==> src/hdl/sspc_pkg.sv <==
// ----------------------------------------------------------------------------
// sspc_pkg
// Types, register map and fixed constants of the pendulum controller.
// ----------------------------------------------------------------------------
package sspc_pkg;

	localparam int APB_DATA_W = 32;
	localparam int APB_ADDR_W = 4;

	localparam int CMD_LIMIT_W = 20;
	localparam int ANG_LIMIT_W = 17;
	localparam int POS_LIMIT_W = 20;

	localparam logic [CMD_LIMIT_W-1:0] CMD_LIMIT_RST = 20'd622592;
	localparam logic [ANG_LIMIT_W-1:0] ANG_LIMIT_RST = 17'd20972;
	localparam logic [POS_LIMIT_W-1:0] POS_LIMIT_RST = 20'd524288;

	typedef enum logic [1:0] {
		REG_COMMAND_LIMIT  = 2'd0,
		REG_ANGLE_LIMIT    = 2'd1,
		REG_POSITION_LIMIT = 2'd2
	} reg_idx_t;

	typedef struct packed {
		logic [CMD_LIMIT_W-1:0] command_limit;
		logic [ANG_LIMIT_W-1:0] angle_limit;
		logic [POS_LIMIT_W-1:0] position_limit;
	} cfg_t;

	// shared multiplier and value widths
	localparam int MUL_W = 32;
	localparam int VAL_W = 32;
	localparam logic signed [VAL_W-1:0] VAL_MAX = 32'sh7fffffff;
	localparam logic signed [VAL_W-1:0] VAL_MIN = 32'sh80000000;

	// converter scaling: 1.08 = 27/25, 0.435 = 87/200
	localparam int POS_GAIN = 27;
	localparam int ANG_GAIN = 87;
	localparam int DIV_BASE = 25;

	// reciprocal multiply for /25 (operand below 2^29) and /5 (below 2^26)
	localparam logic signed [MUL_W-1:0] RECIP25       = 32'sd1374389535;
	localparam int                      RECIP25_SHIFT = 35;
	localparam logic signed [MUL_W-1:0] RECIP5        = 32'sd107374183;
	localparam int                      RECIP5_SHIFT  = 29;
	// offset keeps the DAC dividend positive: 5 * 2^23, quotient offset 2^23
	localparam logic signed [MUL_W-1:0] DAC_BIAS      = 32'sd41943040;
	localparam logic signed [MUL_W-1:0] DAC_BIAS_Q    = 32'sd8388608;

	localparam int NUM_STATES = 4;
	localparam int NUM_ROWS   = 5;
	localparam int NUM_COLS   = 6;

	// coefficients in units of 1e-4; rows x1..x4 then drive, cols x1..x4, angle, position
	localparam int COEF_E4 [NUM_ROWS][NUM_COLS] = '{
		'{6300, -1206, -8, 86, 3658, 1200},
		'{-953, 6935, 107, 12, 993, 3070},
		'{-2896, -19184, 11306, 2351, 10887, 20141},
		'{-39680, -17733, -1546, 7222, 31377, 16599},
		'{-803092, -96237, -141215, -236260, 0, 0}
	};

	typedef logic [NUM_ROWS-1:0][NUM_COLS-1:0][MUL_W-1:0] coef_tab_t;

	// round(c * 2^frac), half away from zero
	function automatic coef_tab_t coef_table(int frac);
		coef_tab_t tab;
		longint    m;
		longint    q;
		tab = '0;
		for (int r = 0; r < NUM_ROWS; r++) begin
			for (int c = 0; c < NUM_COLS; c++) begin
				m = (COEF_E4[r][c] < 0) ? -longint'(COEF_E4[r][c]) : longint'(COEF_E4[r][c]);
				q = (m * (longint'(1) << frac) + 64'sd5000) / 64'sd10000;
				tab[r][c] = MUL_W'((COEF_E4[r][c] < 0) ? -q : q);
			end
		end
		return tab;
	endfunction

endpackage

==> src/hdl/sspc_if.sv <==
// ----------------------------------------------------------------------------
// sspc_if
// Valid/ready channels: measurement beats in, DAC command beats out.
// ----------------------------------------------------------------------------
interface sspc_meas_if #(
	parameter int CODE_BITS = 12
);
	logic                 valid;
	logic                 ready;
	logic [CODE_BITS-1:0] pos_code;
	logic [CODE_BITS-1:0] angle_code;

	modport source (output valid, output pos_code, output angle_code, input ready);
	modport sink   (input valid, input pos_code, input angle_code, output ready);
endinterface

interface sspc_cmd_if #(
	parameter int CODE_BITS = 12
);
	logic                 valid;
	logic                 ready;
	logic [CODE_BITS-1:0] dac_code;

	modport source (output valid, output dac_code, input ready);
	modport sink   (input valid, input dac_code, output ready);
endinterface

==> src/hdl/sspc_apb_regs.sv <==
// ----------------------------------------------------------------------------
// sspc_apb_regs
// APB register file holding the drive clamp and the two safety limits.
// ----------------------------------------------------------------------------
module sspc_apb_regs (
	input  logic                             clk,
	input  logic                             arst_n,
	input  logic                             psel,
	input  logic                             penable,
	input  logic                             pwrite,
	input  logic [sspc_pkg::APB_ADDR_W-1:0]  paddr,
	input  logic [sspc_pkg::APB_DATA_W-1:0]  pwdata,
	output logic [sspc_pkg::APB_DATA_W-1:0]  prdata,
	output logic                             pready,
	output sspc_pkg::cfg_t                   cfg
);
	import sspc_pkg::*;

	cfg_t     cfg_q;
	reg_idx_t idx;
	logic     wr_en;

	assign idx    = reg_idx_t'(paddr[APB_ADDR_W-1:2]);
	assign pready = 1'b1;
	assign wr_en  = psel && penable && pwrite && pready;
	assign cfg    = cfg_q;

	always_ff @(posedge clk or negedge arst_n) begin
		if (!arst_n) begin
			cfg_q.command_limit  <= CMD_LIMIT_RST;
			cfg_q.angle_limit    <= ANG_LIMIT_RST;
			cfg_q.position_limit <= POS_LIMIT_RST;
		end else if (wr_en) begin
			case (idx)
				REG_COMMAND_LIMIT:  cfg_q.command_limit  <= pwdata[CMD_LIMIT_W-1:0];
				REG_ANGLE_LIMIT:    cfg_q.angle_limit    <= pwdata[ANG_LIMIT_W-1:0];
				REG_POSITION_LIMIT: cfg_q.position_limit <= pwdata[POS_LIMIT_W-1:0];
				default: ;
			endcase
		end
	end

	always_comb begin
		case (idx)
			REG_COMMAND_LIMIT:  prdata = APB_DATA_W'(cfg_q.command_limit);
			REG_ANGLE_LIMIT:    prdata = APB_DATA_W'(cfg_q.angle_limit);
			REG_POSITION_LIMIT: prdata = APB_DATA_W'(cfg_q.position_limit);
			default:            prdata = '0;
		endcase
	end

endmodule

==> src/hdl/sspc_mult.sv <==
// ----------------------------------------------------------------------------
// sspc_mult
// Shared signed 32x32 multiplier with registered product and load enable.
// ----------------------------------------------------------------------------
module sspc_mult (
	input  logic                                 clk,
	input  logic                                 en,
	input  logic signed [sspc_pkg::MUL_W-1:0]    a,
	input  logic signed [sspc_pkg::MUL_W-1:0]    b,
	output logic signed [2*sspc_pkg::MUL_W-1:0]  p
);
	import sspc_pkg::*;

	logic signed [2*MUL_W-1:0] p_q;

	always_ff @(posedge clk) begin
		if (en) begin
			p_q <= a * b;
		end
	end

	assign p = p_q;

endmodule

==> src/hdl/state_space_pendulum_controller.sv <==
// ----------------------------------------------------------------------------
// state_space_pendulum_controller
// Observer-based inverted pendulum controller on one shared multiplier.
// ----------------------------------------------------------------------------
// Usage:
//   meas carries one beat per control sample: pos_code and angle_code,
//   offset binary with half scale at centre/upright. cmd returns one beat
//   per sample: dac_code, offset binary with half scale meaning zero drive.
//   The APB port sets the drive clamp and the angle and position limits;
//   write it only while no sample is in flight.
// Sequence:
//   An accepted sample steps through S_POS and S_ANG (2 scaling products),
//   S_MAC (28 observer and drive products), S_ACC and S_WB to drain the
//   accumulator, S_DAC (1 DAC product) and S_DONE to load the cmd register,
//   then returns to S_IDLE for the next beat. All products share the single
//   32x32 multiplier; no new sample is taken before the last is through.
//   meas.ready is high only while no sample is being worked.
// Reset: observer state clears to zero, limits return to their defaults.
// Stall: the result waits in the cmd output register; a new sample is still
//   accepted, and its own result holds in the last step until cmd frees.
// ----------------------------------------------------------------------------
module state_space_pendulum_controller #(
	parameter int FRAC_BITS = 16,
	parameter int CODE_BITS = 12
) (
	input  logic                             clk,
	input  logic                             arst_n,
	input  logic                             psel,
	input  logic                             penable,
	input  logic                             pwrite,
	input  logic [sspc_pkg::APB_ADDR_W-1:0]  paddr,
	input  logic [sspc_pkg::APB_DATA_W-1:0]  pwdata,
	output logic [sspc_pkg::APB_DATA_W-1:0]  prdata,
	output logic                             pready,
	sspc_meas_if.sink                        meas,
	sspc_cmd_if.source                       cmd
);
	import sspc_pkg::*;

	localparam int ACC_W = 2*MUL_W + 3;
	localparam int XW    = MUL_W - 1;
	localparam int NW    = CODE_BITS + 8 + FRAC_BITS;
	localparam int DRV_W = CMD_LIMIT_W + 1;
	localparam int DAC_W = DRV_W + CODE_BITS;

	localparam coef_tab_t COEF = coef_table(FRAC_BITS);

	localparam logic [2:0] ROW_DRIVE      = 3'd4;
	localparam logic [2:0] COL_ANG        = 3'd4;
	localparam logic [2:0] COL_POS        = 3'd5;
	localparam logic [2:0] COL_OBS_LAST   = 3'd5;
	localparam logic [2:0] COL_DRIVE_LAST = 3'd3;

	localparam logic [CODE_BITS-1:0]    HALF_U      = CODE_BITS'(1) << (CODE_BITS-1);
	localparam logic signed [MUL_W-1:0] HALF_CODE_S = MUL_W'(1 << (CODE_BITS-1));
	localparam logic signed [MUL_W-1:0] CODE_MAX_S  = MUL_W'((1 << CODE_BITS) - 1);
	localparam logic signed [ACC_W-1:0] ROUND_HALF  = ACC_W'(longint'(1) << (FRAC_BITS-1));

	typedef enum logic [2:0] {
		S_IDLE, S_POS, S_ANG, S_MAC, S_ACC, S_WB, S_DAC, S_DONE
	} state_t;

	typedef enum logic [2:0] {
		OP_NONE, OP_POS, OP_ANG, OP_MAC, OP_DAC
	} op_kind_t;

	typedef struct packed {
		op_kind_t   kind;
		logic [2:0] row;
		logic       first;
		logic       last;
	} issue_t;

	cfg_t cfg;

	sspc_apb_regs u_regs (
		.clk     (clk),
		.arst_n  (arst_n),
		.psel    (psel),
		.penable (penable),
		.pwrite  (pwrite),
		.paddr   (paddr),
		.pwdata  (pwdata),
		.prdata  (prdata),
		.pready  (pready),
		.cfg     (cfg)
	);

	state_t                    state_q;
	logic [2:0]                row_q;
	logic [2:0]                col_q;
	logic                      out_valid_q;
	issue_t                    tag_s2;
	logic                      wb_valid_s3;
	logic [2:0]                wb_row_s3;
	logic signed [VAL_W-1:0]   x_q  [NUM_STATES];
	logic signed [VAL_W-1:0]   nx_q [NUM_STATES];

	logic [XW-1:0]             xpos_q;
	logic [XW-1:0]             xang_q;
	logic                      pos_neg_q;
	logic                      ang_neg_q;
	logic signed [VAL_W-1:0]   pos_q;
	logic signed [VAL_W-1:0]   ang_q;
	logic                      pos_over_q;
	logic                      ang_over_q;
	logic signed [ACC_W-1:0]   acc_q;
	logic signed [DRV_W-1:0]   drive_q;
	logic [CODE_BITS-1:0]      dac_code_q;

	// input scaling
	logic [CODE_BITS-1:0] pos_mag;
	logic [CODE_BITS-1:0] ang_mag;
	logic [NW-1:0]        pos_num;
	logic [NW-1:0]        ang_num;
	logic [XW-1:0]        pos_x;
	logic [XW-1:0]        ang_x;

	assign pos_mag = meas.pos_code[CODE_BITS-1] ? (meas.pos_code - HALF_U)
	                                            : (HALF_U - meas.pos_code);
	assign ang_mag = meas.angle_code[CODE_BITS-1] ? (meas.angle_code - HALF_U)
	                                              : (HALF_U - meas.angle_code);
	assign pos_num = ((NW'(pos_mag) * NW'(POS_GAIN)) << FRAC_BITS)
	               + (NW'(DIV_BASE) << (CODE_BITS-2));
	assign ang_num = ((NW'(ang_mag) * NW'(ANG_GAIN)) << FRAC_BITS)
	               + (NW'(DIV_BASE) << (CODE_BITS+1));
	assign pos_x   = XW'(pos_num >> (CODE_BITS-1));
	assign ang_x   = XW'(ang_num >> (CODE_BITS+2));

	// operand selection
	issue_t                    iss;
	logic signed [MUL_W-1:0]   op_a;
	logic signed [MUL_W-1:0]   op_b;
	logic signed [MUL_W-1:0]   val_sel;
	logic [2:0]                col_last;
	logic signed [DRV_W-1:0]   drive_eff;
	logic signed [DAC_W-1:0]   dac_scaled;
	logic signed [MUL_W-1:0]   dac_z;

	assign col_last   = (row_q == ROW_DRIVE) ? COL_DRIVE_LAST : COL_OBS_LAST;
	assign drive_eff  = (ang_over_q || pos_over_q) ? '0 : drive_q;
	assign dac_scaled = (DAC_W'(drive_eff) <<< (CODE_BITS-1)) >>> (FRAC_BITS+1);
	assign dac_z      = MUL_W'(dac_scaled) + DAC_BIAS;

	always_comb begin
		case (col_q)
			COL_ANG: val_sel = ang_q;
			COL_POS: val_sel = pos_q;
			default: val_sel = x_q[col_q[1:0]];
		endcase
	end

	always_comb begin
		iss  = '{kind: OP_NONE, row: row_q, first: 1'b0, last: 1'b0};
		op_a = '0;
		op_b = '0;
		case (state_q)
			S_POS: begin
				iss.kind = OP_POS;
				op_a     = {1'b0, xpos_q};
				op_b     = RECIP25;
			end
			S_ANG: begin
				iss.kind = OP_ANG;
				op_a     = {1'b0, xang_q};
				op_b     = RECIP25;
			end
			S_MAC: begin
				iss.kind  = OP_MAC;
				iss.first = (col_q == 3'd0);
				iss.last  = (col_q == col_last);
				op_a      = $signed(COEF[row_q][col_q]);
				op_b      = val_sel;
			end
			S_DAC: begin
				iss.kind = OP_DAC;
				op_a     = dac_z;
				op_b     = RECIP5;
			end
			default: ;
		endcase
	end

	logic signed [2*MUL_W-1:0] prod;

	sspc_mult u_mult (
		.clk (clk),
		.en  (iss.kind != OP_NONE),
		.a   (op_a),
		.b   (op_b),
		.p   (prod)
	);

	// product consumers
	logic signed [MUL_W-1:0]   scale_q;
	logic signed [ACC_W-1:0]   prod_ext;
	logic signed [ACC_W-1:0]   acc_rnd;
	logic                      sat_ovf;
	logic signed [VAL_W-1:0]   row_sat;
	logic signed [ACC_W-1:0]   lim_ext;
	logic signed [DRV_W-1:0]   drive_clamped;
	logic signed [MUL_W-1:0]   dac_q5;
	logic signed [MUL_W-1:0]   dac_full;
	logic [CODE_BITS-1:0]      dac_code_next;
	logic                      out_take;

	assign scale_q  = MUL_W'(prod >>> RECIP25_SHIFT);
	assign prod_ext = ACC_W'(prod);
	assign acc_rnd  = (acc_q + ROUND_HALF) >>> FRAC_BITS;
	assign sat_ovf  = acc_rnd[ACC_W-1:VAL_W-1] != {(ACC_W-VAL_W+1){acc_rnd[ACC_W-1]}};
	assign row_sat  = sat_ovf ? (acc_rnd[ACC_W-1] ? VAL_MIN : VAL_MAX) : acc_rnd[VAL_W-1:0];
	assign lim_ext  = ACC_W'(cfg.command_limit);

	always_comb begin
		if (acc_rnd > lim_ext) begin
			drive_clamped = DRV_W'(lim_ext);
		end else if (acc_rnd < -lim_ext) begin
			drive_clamped = DRV_W'(-lim_ext);
		end else begin
			drive_clamped = DRV_W'(acc_rnd);
		end
	end

	assign dac_q5   = MUL_W'(prod >>> RECIP5_SHIFT);
	assign dac_full = dac_q5 - DAC_BIAS_Q + HALF_CODE_S;

	always_comb begin
		if (dac_full < 0) begin
			dac_code_next = '0;
		end else if (dac_full > CODE_MAX_S) begin
			dac_code_next = '1;
		end else begin
			dac_code_next = dac_full[CODE_BITS-1:0];
		end
	end

	assign out_take = (state_q == S_DONE) && (!out_valid_q || cmd.ready);

	// sequencer and control
	always_ff @(posedge clk or negedge arst_n) begin
		if (!arst_n) begin
			state_q     <= S_IDLE;
			row_q       <= '0;
			col_q       <= '0;
			out_valid_q <= 1'b0;
			tag_s2      <= '0;
			wb_valid_s3 <= 1'b0;
			wb_row_s3   <= '0;
			for (int i = 0; i < NUM_STATES; i++) begin
				x_q[i] <= '0;
			end
		end else begin
			tag_s2      <= iss;
			wb_valid_s3 <= (tag_s2.kind == OP_MAC) && tag_s2.last;
			wb_row_s3   <= tag_s2.row;
			out_valid_q <= out_take || (out_valid_q && !cmd.ready);
			case (state_q)
				S_IDLE: begin
					row_q <= '0;
					col_q <= '0;
					if (meas.valid) begin
						state_q <= S_POS;
					end
				end
				S_POS: state_q <= S_ANG;
				S_ANG: state_q <= S_MAC;
				S_MAC: begin
					if (iss.last) begin
						col_q <= '0;
						if (row_q == ROW_DRIVE) begin
							state_q <= S_ACC;
						end else begin
							row_q <= row_q + 3'd1;
						end
					end else begin
						col_q <= col_q + 3'd1;
					end
				end
				S_ACC: state_q <= S_WB;
				S_WB:  state_q <= S_DAC;
				S_DAC: begin
					for (int i = 0; i < NUM_STATES; i++) begin
						x_q[i] <= nx_q[i];
					end
					state_q <= S_DONE;
				end
				S_DONE: begin
					if (out_take) begin
						state_q <= S_IDLE;
					end
				end
				default: state_q <= S_IDLE;
			endcase
		end
	end

	// datapath registers
	always_ff @(posedge clk) begin
		if (state_q == S_IDLE && meas.valid) begin
			xpos_q    <= pos_x;
			xang_q    <= ang_x;
			pos_neg_q <= !meas.pos_code[CODE_BITS-1];
			ang_neg_q <= !meas.angle_code[CODE_BITS-1];
		end
		case (tag_s2.kind)
			OP_POS: begin
				pos_q      <= pos_neg_q ? -scale_q : scale_q;
				pos_over_q <= $unsigned(scale_q) > MUL_W'(cfg.position_limit);
			end
			OP_ANG: begin
				ang_q      <= ang_neg_q ? -scale_q : scale_q;
				ang_over_q <= $unsigned(scale_q) > MUL_W'(cfg.angle_limit);
			end
			OP_MAC: acc_q <= tag_s2.first ? prod_ext : (acc_q + prod_ext);
			default: ;
		endcase
		if (wb_valid_s3) begin
			if (wb_row_s3 == ROW_DRIVE) begin
				drive_q <= drive_clamped;
			end else begin
				nx_q[wb_row_s3[1:0]] <= row_sat;
			end
		end
		if (out_take) begin
			dac_code_q <= dac_code_next;
		end
	end

	assign meas.ready   = (state_q == S_IDLE);
	assign cmd.valid    = out_valid_q;
	assign cmd.dac_code = dac_code_q;

endmodule

==> src/flat_wrapper.sv <==
// flat-port wrapper written by rule: the top's interface ports become plain ports
module state_space_pendulum_controller_flat import sspc_pkg::*;
#(
	parameter int FRAC_BITS = 16,
	parameter int CODE_BITS = 12
)
  (clk, arst_n, psel, penable, pwrite, paddr, pwdata, prdata, pready, meas_valid, meas_pos_code, meas_angle_code, meas_ready, cmd_valid, cmd_dac_code, cmd_ready);
  sspc_meas_if #(.CODE_BITS(CODE_BITS)) meas_i ();
  sspc_cmd_if #(.CODE_BITS(CODE_BITS)) cmd_i ();
  input  logic clk;
  input  logic arst_n;
  input  logic psel;
  input  logic penable;
  input  logic pwrite;
  input  logic [sspc_pkg::APB_ADDR_W-1:0] paddr;
  input  logic [sspc_pkg::APB_DATA_W-1:0] pwdata;
  output logic [sspc_pkg::APB_DATA_W-1:0] prdata;
  output logic pready;
  input wire logic [$bits(meas_i.valid)-1:0] meas_valid;
  input wire logic [$bits(meas_i.pos_code)-1:0] meas_pos_code;
  input wire logic [$bits(meas_i.angle_code)-1:0] meas_angle_code;
  output wire logic [$bits(meas_i.ready)-1:0] meas_ready;
  output wire logic [$bits(cmd_i.valid)-1:0] cmd_valid;
  output wire logic [$bits(cmd_i.dac_code)-1:0] cmd_dac_code;
  input wire logic [$bits(cmd_i.ready)-1:0] cmd_ready;
  assign meas_i.valid = meas_valid;
  assign meas_i.pos_code = meas_pos_code;
  assign meas_i.angle_code = meas_angle_code;
  assign meas_ready = meas_i.ready;
  assign cmd_valid = cmd_i.valid;
  assign cmd_dac_code = cmd_i.dac_code;
  assign cmd_i.ready = cmd_ready;
  state_space_pendulum_controller #(.FRAC_BITS(FRAC_BITS), .CODE_BITS(CODE_BITS)) u_core (.clk(clk), .arst_n(arst_n), .psel(psel), .penable(penable), .pwrite(pwrite), .paddr(paddr), .pwdata(pwdata), .prdata(prdata), .pready(pready), .meas(meas_i), .cmd(cmd_i));
endmodule
==> config.mk <==
export PLATFORM = sky130hd
export DESIGN_NAME = state_space_pendulum_controller_flat
export DESIGN_NICKNAME = d
export VERILOG_FILES = /design/src/hdl/sspc_pkg.sv /design/src/hdl/sspc_if.sv /design/src/hdl/sspc_apb_regs.sv /design/src/hdl/sspc_mult.sv /design/src/hdl/state_space_pendulum_controller.sv /design/src/flat_wrapper.sv
export SDC_FILE = /design/constraint.sdc
export NUM_CORES = 2
export LEC_CHECK = 0
export ABC_AREA = 1
export BUFFER_PORTS_ARGS = -buffer_cell sky130_fd_sc_hd__buf_2
export CAP_MARGIN = 20
export CORE_ASPECT_RATIO = 0.75
export CORE_MARGIN = 4
export CORE_UTILIZATION = 40
export CTS_CLUSTER_SIZE = 28
export DETAILED_ROUTE_END_ITERATION = 10
export GPL_TIMING_DRIVEN = 0
export MAX_ROUTING_LAYER = met4
export PLACE_DENSITY = 0.61
export SYNTH_ARGS = -nofsm -noshare
export SYNTH_HDL_FRONTEND = slang
export SYNTH_SLANG_ARGS = --single-unit
==> constraint.sdc <==
create_clock -name clk -period 21.4 [get_ports clk]
set_input_delay 1.07 -clock clk [delete_from_list [all_inputs] [get_ports clk]]
set_output_delay 1.07 -clock clk [all_outputs]
set_load 0.05 [all_outputs]
After elaboration in Yosys (flattened, before gate mapping)
Memories as Yosys holds them, arrays and structs flattened. A register that Yosys moved wholly into a read port is not among the register bits.
Index checks and enable logic that the tools add are counted.
{ "word_totals": {"reg_bits": 358, "mem_bits_rw": 128, "mem_bits_ro": 1536, "out_inout_bits": 47, "word_cells": 145, "mem_count": 2} }
{ "memory_table": {"columns": ["name", "words", "width", "read_ports", "rd_clocked_by_memory_dff", "wr", "line", "source"], "rows": [
  ["(name not given)", 8, 192, 1, 0, 0, "state_space_pendulum_controller.sv:172", "op_a = $signed(COEF[row_q][col_q]);"],
  ["u_core.nx_q", 4, 32, 4, 4, 1, "state_space_pendulum_controller.sv:97", "logic signed [VAL_W-1:0] nx_q [NUM_STATES];"]
]} }
{ "classes": {"addsub": 15, "n_mul": 3, "magnitude_cmp": 9, "n_eq_ne": 23, "mux": 37, "n_bitwise": 1, "reduce_logical": 29} }
{ "op_table": {"columns": ["operator", "n"], "rows": [
  ["2-to-1 mux 32 bit", 7],
  ["2-to-1 mux 192 bit", 1],
  ["case mux 32 bit (4 select lines)", 1],
  ["binary-select mux 32 bit (select 3 bit)", 1],
  ["case mux 32 bit (3 select lines)", 1],
  ["adder 67 x 17 -> 67 bit (second input constant)", 1],
  ["adder 67 x 64 -> 67 bit", 1],
  ["less-than comparator 51 x 67 -> 1 bit", 1],
  ["2-to-1 mux 67 bit", 1],
  ["negation 20 -> 67 bit", 1],
  ["binary-select mux 32 bit (select 2 bit)", 1],
  ["multiplier 32 x 32 -> 64 bit", 1],
  ["case mux 32 bit (2 select lines)", 1],
  ["case mux 20 bit (3 select lines)", 1],
  ["> comparator 51 x 21 -> 1 bit", 1],
  ["2-to-1 mux 21 bit", 2],
  ["adder 35 x 18 -> 36 bit (second input constant)", 1],
  ["2-to-1 mux 12 bit", 3],
  ["adder 33 x 15 -> 34 bit (second input constant)", 1],
  ["adder 32 x 13 -> 32 bit (second input constant)", 1],
  ["> comparator 32 x 13 -> 1 bit (second input constant)", 1],
  ["> comparator 32 x 17 -> 1 bit", 1],
  ["> comparator 32 x 20 -> 1 bit", 1],
  ["less-than comparator 32 x 1 -> 1 bit (second input constant)", 1],
  ["38 further kinds", 84]
]} }

Longest topological paths before layout
{ "depth": {"depth_word": 7, "depth_mapped": 46, "mapped_depth_nobuf": 42} }

Cells and area by module
Synthesis repeated with hierarchy kept, for this count alone.
{ "hier_totals": {"cells_unflattened": 10425, "hier_area_um2": 80333.3} }
{ "by_module_without_submodules": {"columns": ["mod", "n_inst", "cells_each", "area_per_inst_um2"], "rows": [
  ["sspc_mult", 1, 5254, 41357.2],
  ["state_space_pendulum_controller", 1, 4818, 36262.3],
  ["sspc_apb_regs", 1, 353, 2713.9]
]} }

Least setup slack after synthesis
OpenSTA, ideal clock, no wires.
{ "synth_path": {"path_kind": "register to register", "from": "register u_core.col_q[0]", "to": "register u_core.u_mult.p_q[54], in the netlist u_core.u_mult.p[54] (data pin)", "setup_time_ns": 0.258, "arrival_time_ns": 9.850, "path_slack_ns": 11.292, "path_stages_with_launch": 39, "path_buffers": 6, "synth_period_minus_slack_ns": 10.108, "cell_sequence": "dfrtp_1 -> buf_2 -> inv_2 -> buf_2 -> buf_2 -> buf_1 -> ha_1 -> nand2_1 -> inv_1 -> nor2_1 -> inv_1 -> buf_2 -> buf_2 -> nand3_1 -> a31oi_1 -> nor2_1 -> fa_1 -> inv_1 -> [... 3 more ...] -> fa_1 -> inv_1 -> fa_1 -> inv_1 -> fa_1 -> fa_1 -> inv_1 -> fa_1 -> inv_1 -> ha_1 -> nand2_1 -> nor2_1 -> inv_1 -> nor4_1 -> nand3_1 -> nand2_1 -> a31oi_1 -> xnor2_1"} }
{ "synth_via": {"elab_chain_len": 7, "word_cells_on_any_way": 12, "cone_classes": "mul (1); eq/ne (2); mux (8); bitwise (1)"} }
{ "synth_rtl": {"columns": ["element", "line", "source"], "rows": [
  ["start, declared", "state_space_pendulum_controller.sv:91", "logic [2:0] col_q;"],
  ["start signal, assigned", "state_space_pendulum_controller.sv:276", "col_q <= col_q + 3'd1;"],
  ["NOT 2 -> 3 bit (implied by the code)", "state_space_pendulum_controller.sv:149", "default: val_sel = x_q[col_q[1:0]];"],
  ["binary-select mux 32 bit (select 2 bit)", "state_space_pendulum_controller.sv:149", null],
  ["2-to-1 mux 32 bit (implied by the code) (2 in series)", "state_space_pendulum_controller.sv:149", null],
  ["case mux 32 bit (2 select lines)", "state_space_pendulum_controller.sv:146", "case (col_q)"],
  ["case mux 32 bit (3 select lines)", "state_space_pendulum_controller.sv:157", "case (state_q)"],
  ["multiplier 32 x 32 -> 64 bit *", "sspc_mult.sv:18", "p_q <= a * b;"],
  ["end signal, assigned", "sspc_mult.sv:18", null],
  ["end, declared", "sspc_mult.sv:14", "logic signed [2*MUL_W-1:0] p_q;"]
]} }
Every way passes the cells marked *; elsewhere a longest branch is shown, timed or not. The select of a mux whose other input is x is not followed.
A chain may end at the register's enable or synchronous reset.

Final worst setup path
{ "layout_path": {"from": "register u_core.col_q[0]", "to": "register u_core.u_mult.p_q[60], in the netlist u_core.u_mult.p[60] (data pin)"} }
Same word-level chain as after synthesis.

==> impl_metrics.py <==
metrics = {
    "clocking": {
        "cts-root-buf": "clkbuf_16",
        "hold_buffers": 0,
        "cts.reportedPaths.clkPinSlew_ns": 0.08,
        "htreeDepth": 2,
        "cts-resized-gates": 0,
        "cts_tree": "done",
        "worstSkewPairLatency_ns": 0.70,
        "cts.sinks": 598,
        "cts_buffers": 58,
        "post_cts.repair.setup_buffers": 0,
        "cts_buffer_depth": 3,
    },
    "floorplanning": {
        "die-height_um": 380,
        "fp-row-count": 136,
        "pin_count": 114,
        "die_w_um": 503,
        "die_area_sq_mm": 0.191,
        "start_util": 0.402,
        "core_sq_mm": 0.183,
    },
    "yosys": {
        "ys_seq_area_frac": 0.230,
        "avgSynthCellArea_sq_um": 8.11,
        "synthTopCellsByArea": "fa_1 27%, edfxtp_1 16%, nand2_1 12%",
        "yosysWarnings": 0,
        "syn_area_sq_mm": 0.0736,
        "async_flop_share": 0.346,
        "synth_edf_count": 391,
        "netlist.area_leader.share": 0.273,
        "syn_inst": 9082,
        "ys_types": 69,
        "yosysMostFrequentCell": "nand2_1",
        "synthTopCellsByCount": "2276 x nand2_1, 1925 x inv_1, 1004 x fa_1, 781 x nor2_1, 480 x ha_1",
        "synth_top_flop_cell": "edfxtp_1",
        "netlist.top_cell.by_area": "fa_1",
        "ys_ff_latch": 598,
    },
    "worst_setup_path": {
        "r2r_cells": 33,
        "worstPathRequired_ns": 21.83,
        "crit_buf_inv": 12,
        "crit_type": "reg2reg",
        "start_kind": "register",
        "r2r_setup_slack_ns": 8.14,
        "critPathSlowestCell": "fa_1",
        "critPathMaxStageDelay_ns": 1.16,
        "worst_path_most_repeated_cell": "fa_1",
        "path_depth": 33,
        "crit_fanout": 10,
        "cpLargestDelayFamily": "adder cells",
        "worstPathArrival_ns": 13.69,
        "cp-end-kind": "register",
    },
    "route": {
        "avgRoutedWirePerCell_um": 26.1,
        "first_pass_iters": 6,
        "drt_iter0_drc": 8109,
        "viasPerCell": 5.48,
        "drcViolationCount": 0,
        "wirelength_um": 308000,
        "vias": 64500,
        "antenna_left": 0,
    },
    "min_path": {
        "worstHoldPathType": "in2async",
    },
    "grt": {
        "grt_pass1_vias": 62400,
        "grt_use_total": 0.330,
        "grt_pass1_wl_um": 443000,
        "antenna_found_initial": 11,
        "grt-ovfl-total": 0,
        "grt_max_degree": 87,
    },
    "sta": {
        "period_share": 0.620,
        "relSlewSlack": 0.124,
        "min_period_ns": 13.26,
        "tightest_slew_ns": 1.31,
        "skew_ns": 0.0492,
        "max_freq_ghz": 0.0754,
        "fin_setup_tns_ns": 0,
        "setup_viol": 0,
        "whs_ns": 0.315,
        "grt_setup_unrepaired": "false",
        "drv_slew": 0,
        "hold_viol": 0,
    },
    "placed_design": {
        "hpwlAfterDp_um": 258000,
        "dp_cells": 11600,
        "portBuffers": 85,
        "place_congestion": 1.10,
    },
    "final_layout": {
        "final_layout_size_suffix_gt1_frac": 0.0523,
        "nets": 10800,
        "syn2layout_area_growth_pct": 8.67,
        "instances_no_fill": 11800,
        "fill_cells": 18300,
    },
    "run": {
        "cap_viol_max_count": 0,
    },
    "outcome": {
        "status": "finished, final reports clean",
    },
}
==> worst paths after layout <==
kind                                  startpoint                   to
worst max-delay path             u_core.col_q[0]  u_core.u_mult.p[60]
max in group asynchronous                 arst_n      u_core.x_q[110]
worst min-delay path                      arst_n       u_core.x_q[39]
worst max register to register   u_core.col_q[0]  u_core.u_mult.p[60]
worst min register to register  u_core.tag_s2[4]  u_core.wb_row_s3[2]
min in group clk                u_core.tag_s2[4]  u_core.wb_row_s3[2]
==> metal layers <==
metal  global-route usage  part of all wire
met2                0.406              0.37
met4               0.0846             0.032
met1                0.491              0.45
met5                    -                 0
met3                0.132              0.15
==> state kept, by name (all words and copies together), names as in the netlist, 3 cells and up <==
name / flops
u_core.acc_q: 67
u_core.ang_q: 32
u_core.cmd.dac_code: 12
u_core.col_q: 3
u_core.drive_q: 15
u_core.nx_q: 128
u_core.pos_q: 32
u_core.row_q: 3
u_core.state_q: 3
u_core.tag_s2: 8
u_core.u_mult.p: 64
u_core.u_regs.cfg: 57
u_core.wb_row_s3: 3
u_core.x_q: 128
u_core.xang_q: 20
u_core.xpos_q: 17
==> cells by family after synthesis <==
kind of cell             count (synthesis)  share of synthesized area
flip-flops                             598                      0.230
other                                    2                   0.000102
adder cells (fa/ha/maj)               1484                      0.354
AO/OA/AOI/OAI                          956                     0.0753
XOR/XNOR                               201                     0.0239
buffers and inverters                 2227                      0.117
AND/OR/NAND/NOR                       3614                      0.200
==> area by class of cell <==
type	count	area, sq um	share of cell area
inverter	1948	7310	0.0914
buffer	279	1270	0.0158
timing repair buffer	140	1130	0.0141
tap	2415	3020	0.0378
antenna	14	35.0	0.000438
clock inverter	40	512	0.00640
sequential	598	16900	0.212
clock buffer	69	1530	0.0192
multi-input combinational	6268	48300	0.603
==> cells in the final DEF, fill, tap and decap left out, types with 22 or more instances in the layout <==
cell type  count
o211ai_1      23
o21ai_0      360
a31oi_1       44
buf_6         35
inv_1       1924
edfxtp_1     391
buf_2        173
clkbuf_1     160
ha_1         480
nand2_2       22
nand2_1     2275
nor2_1       778
xnor2_1       48
nand4_1       72
xor2_1       153
o21bai_1      22
dfrtp_1      195
buf_4         23
clkbuf_16     58
or2_2         28
nor3_1        59
a21o_1        24
a32o_1        24
a21oi_1      325
nand3_1      289
fa_1        1004
==> stage by stage <==
| step | area [sq um] | utilization | setup slack [ns] |
|---|---|---|---|
| 2_1_floorplan | 73700 | - | 11.29 |
| 5_1_grt | 80000 | 0.437 | 7.54 |
| 6_report | 80000 | 0.437 | 8.14 |
| 3_3_place_gp | 77100 | 0.421 | 7.82 |
| 4_1_cts | 80000 | 0.437 | 8.30 |
| 3_5_place_dp | 77900 | 0.426 | 8.39 |
Power is left out: the tool's default activity adds up to more than one toggle a clock period on the data nets, which glitch-free logic cannot reach.
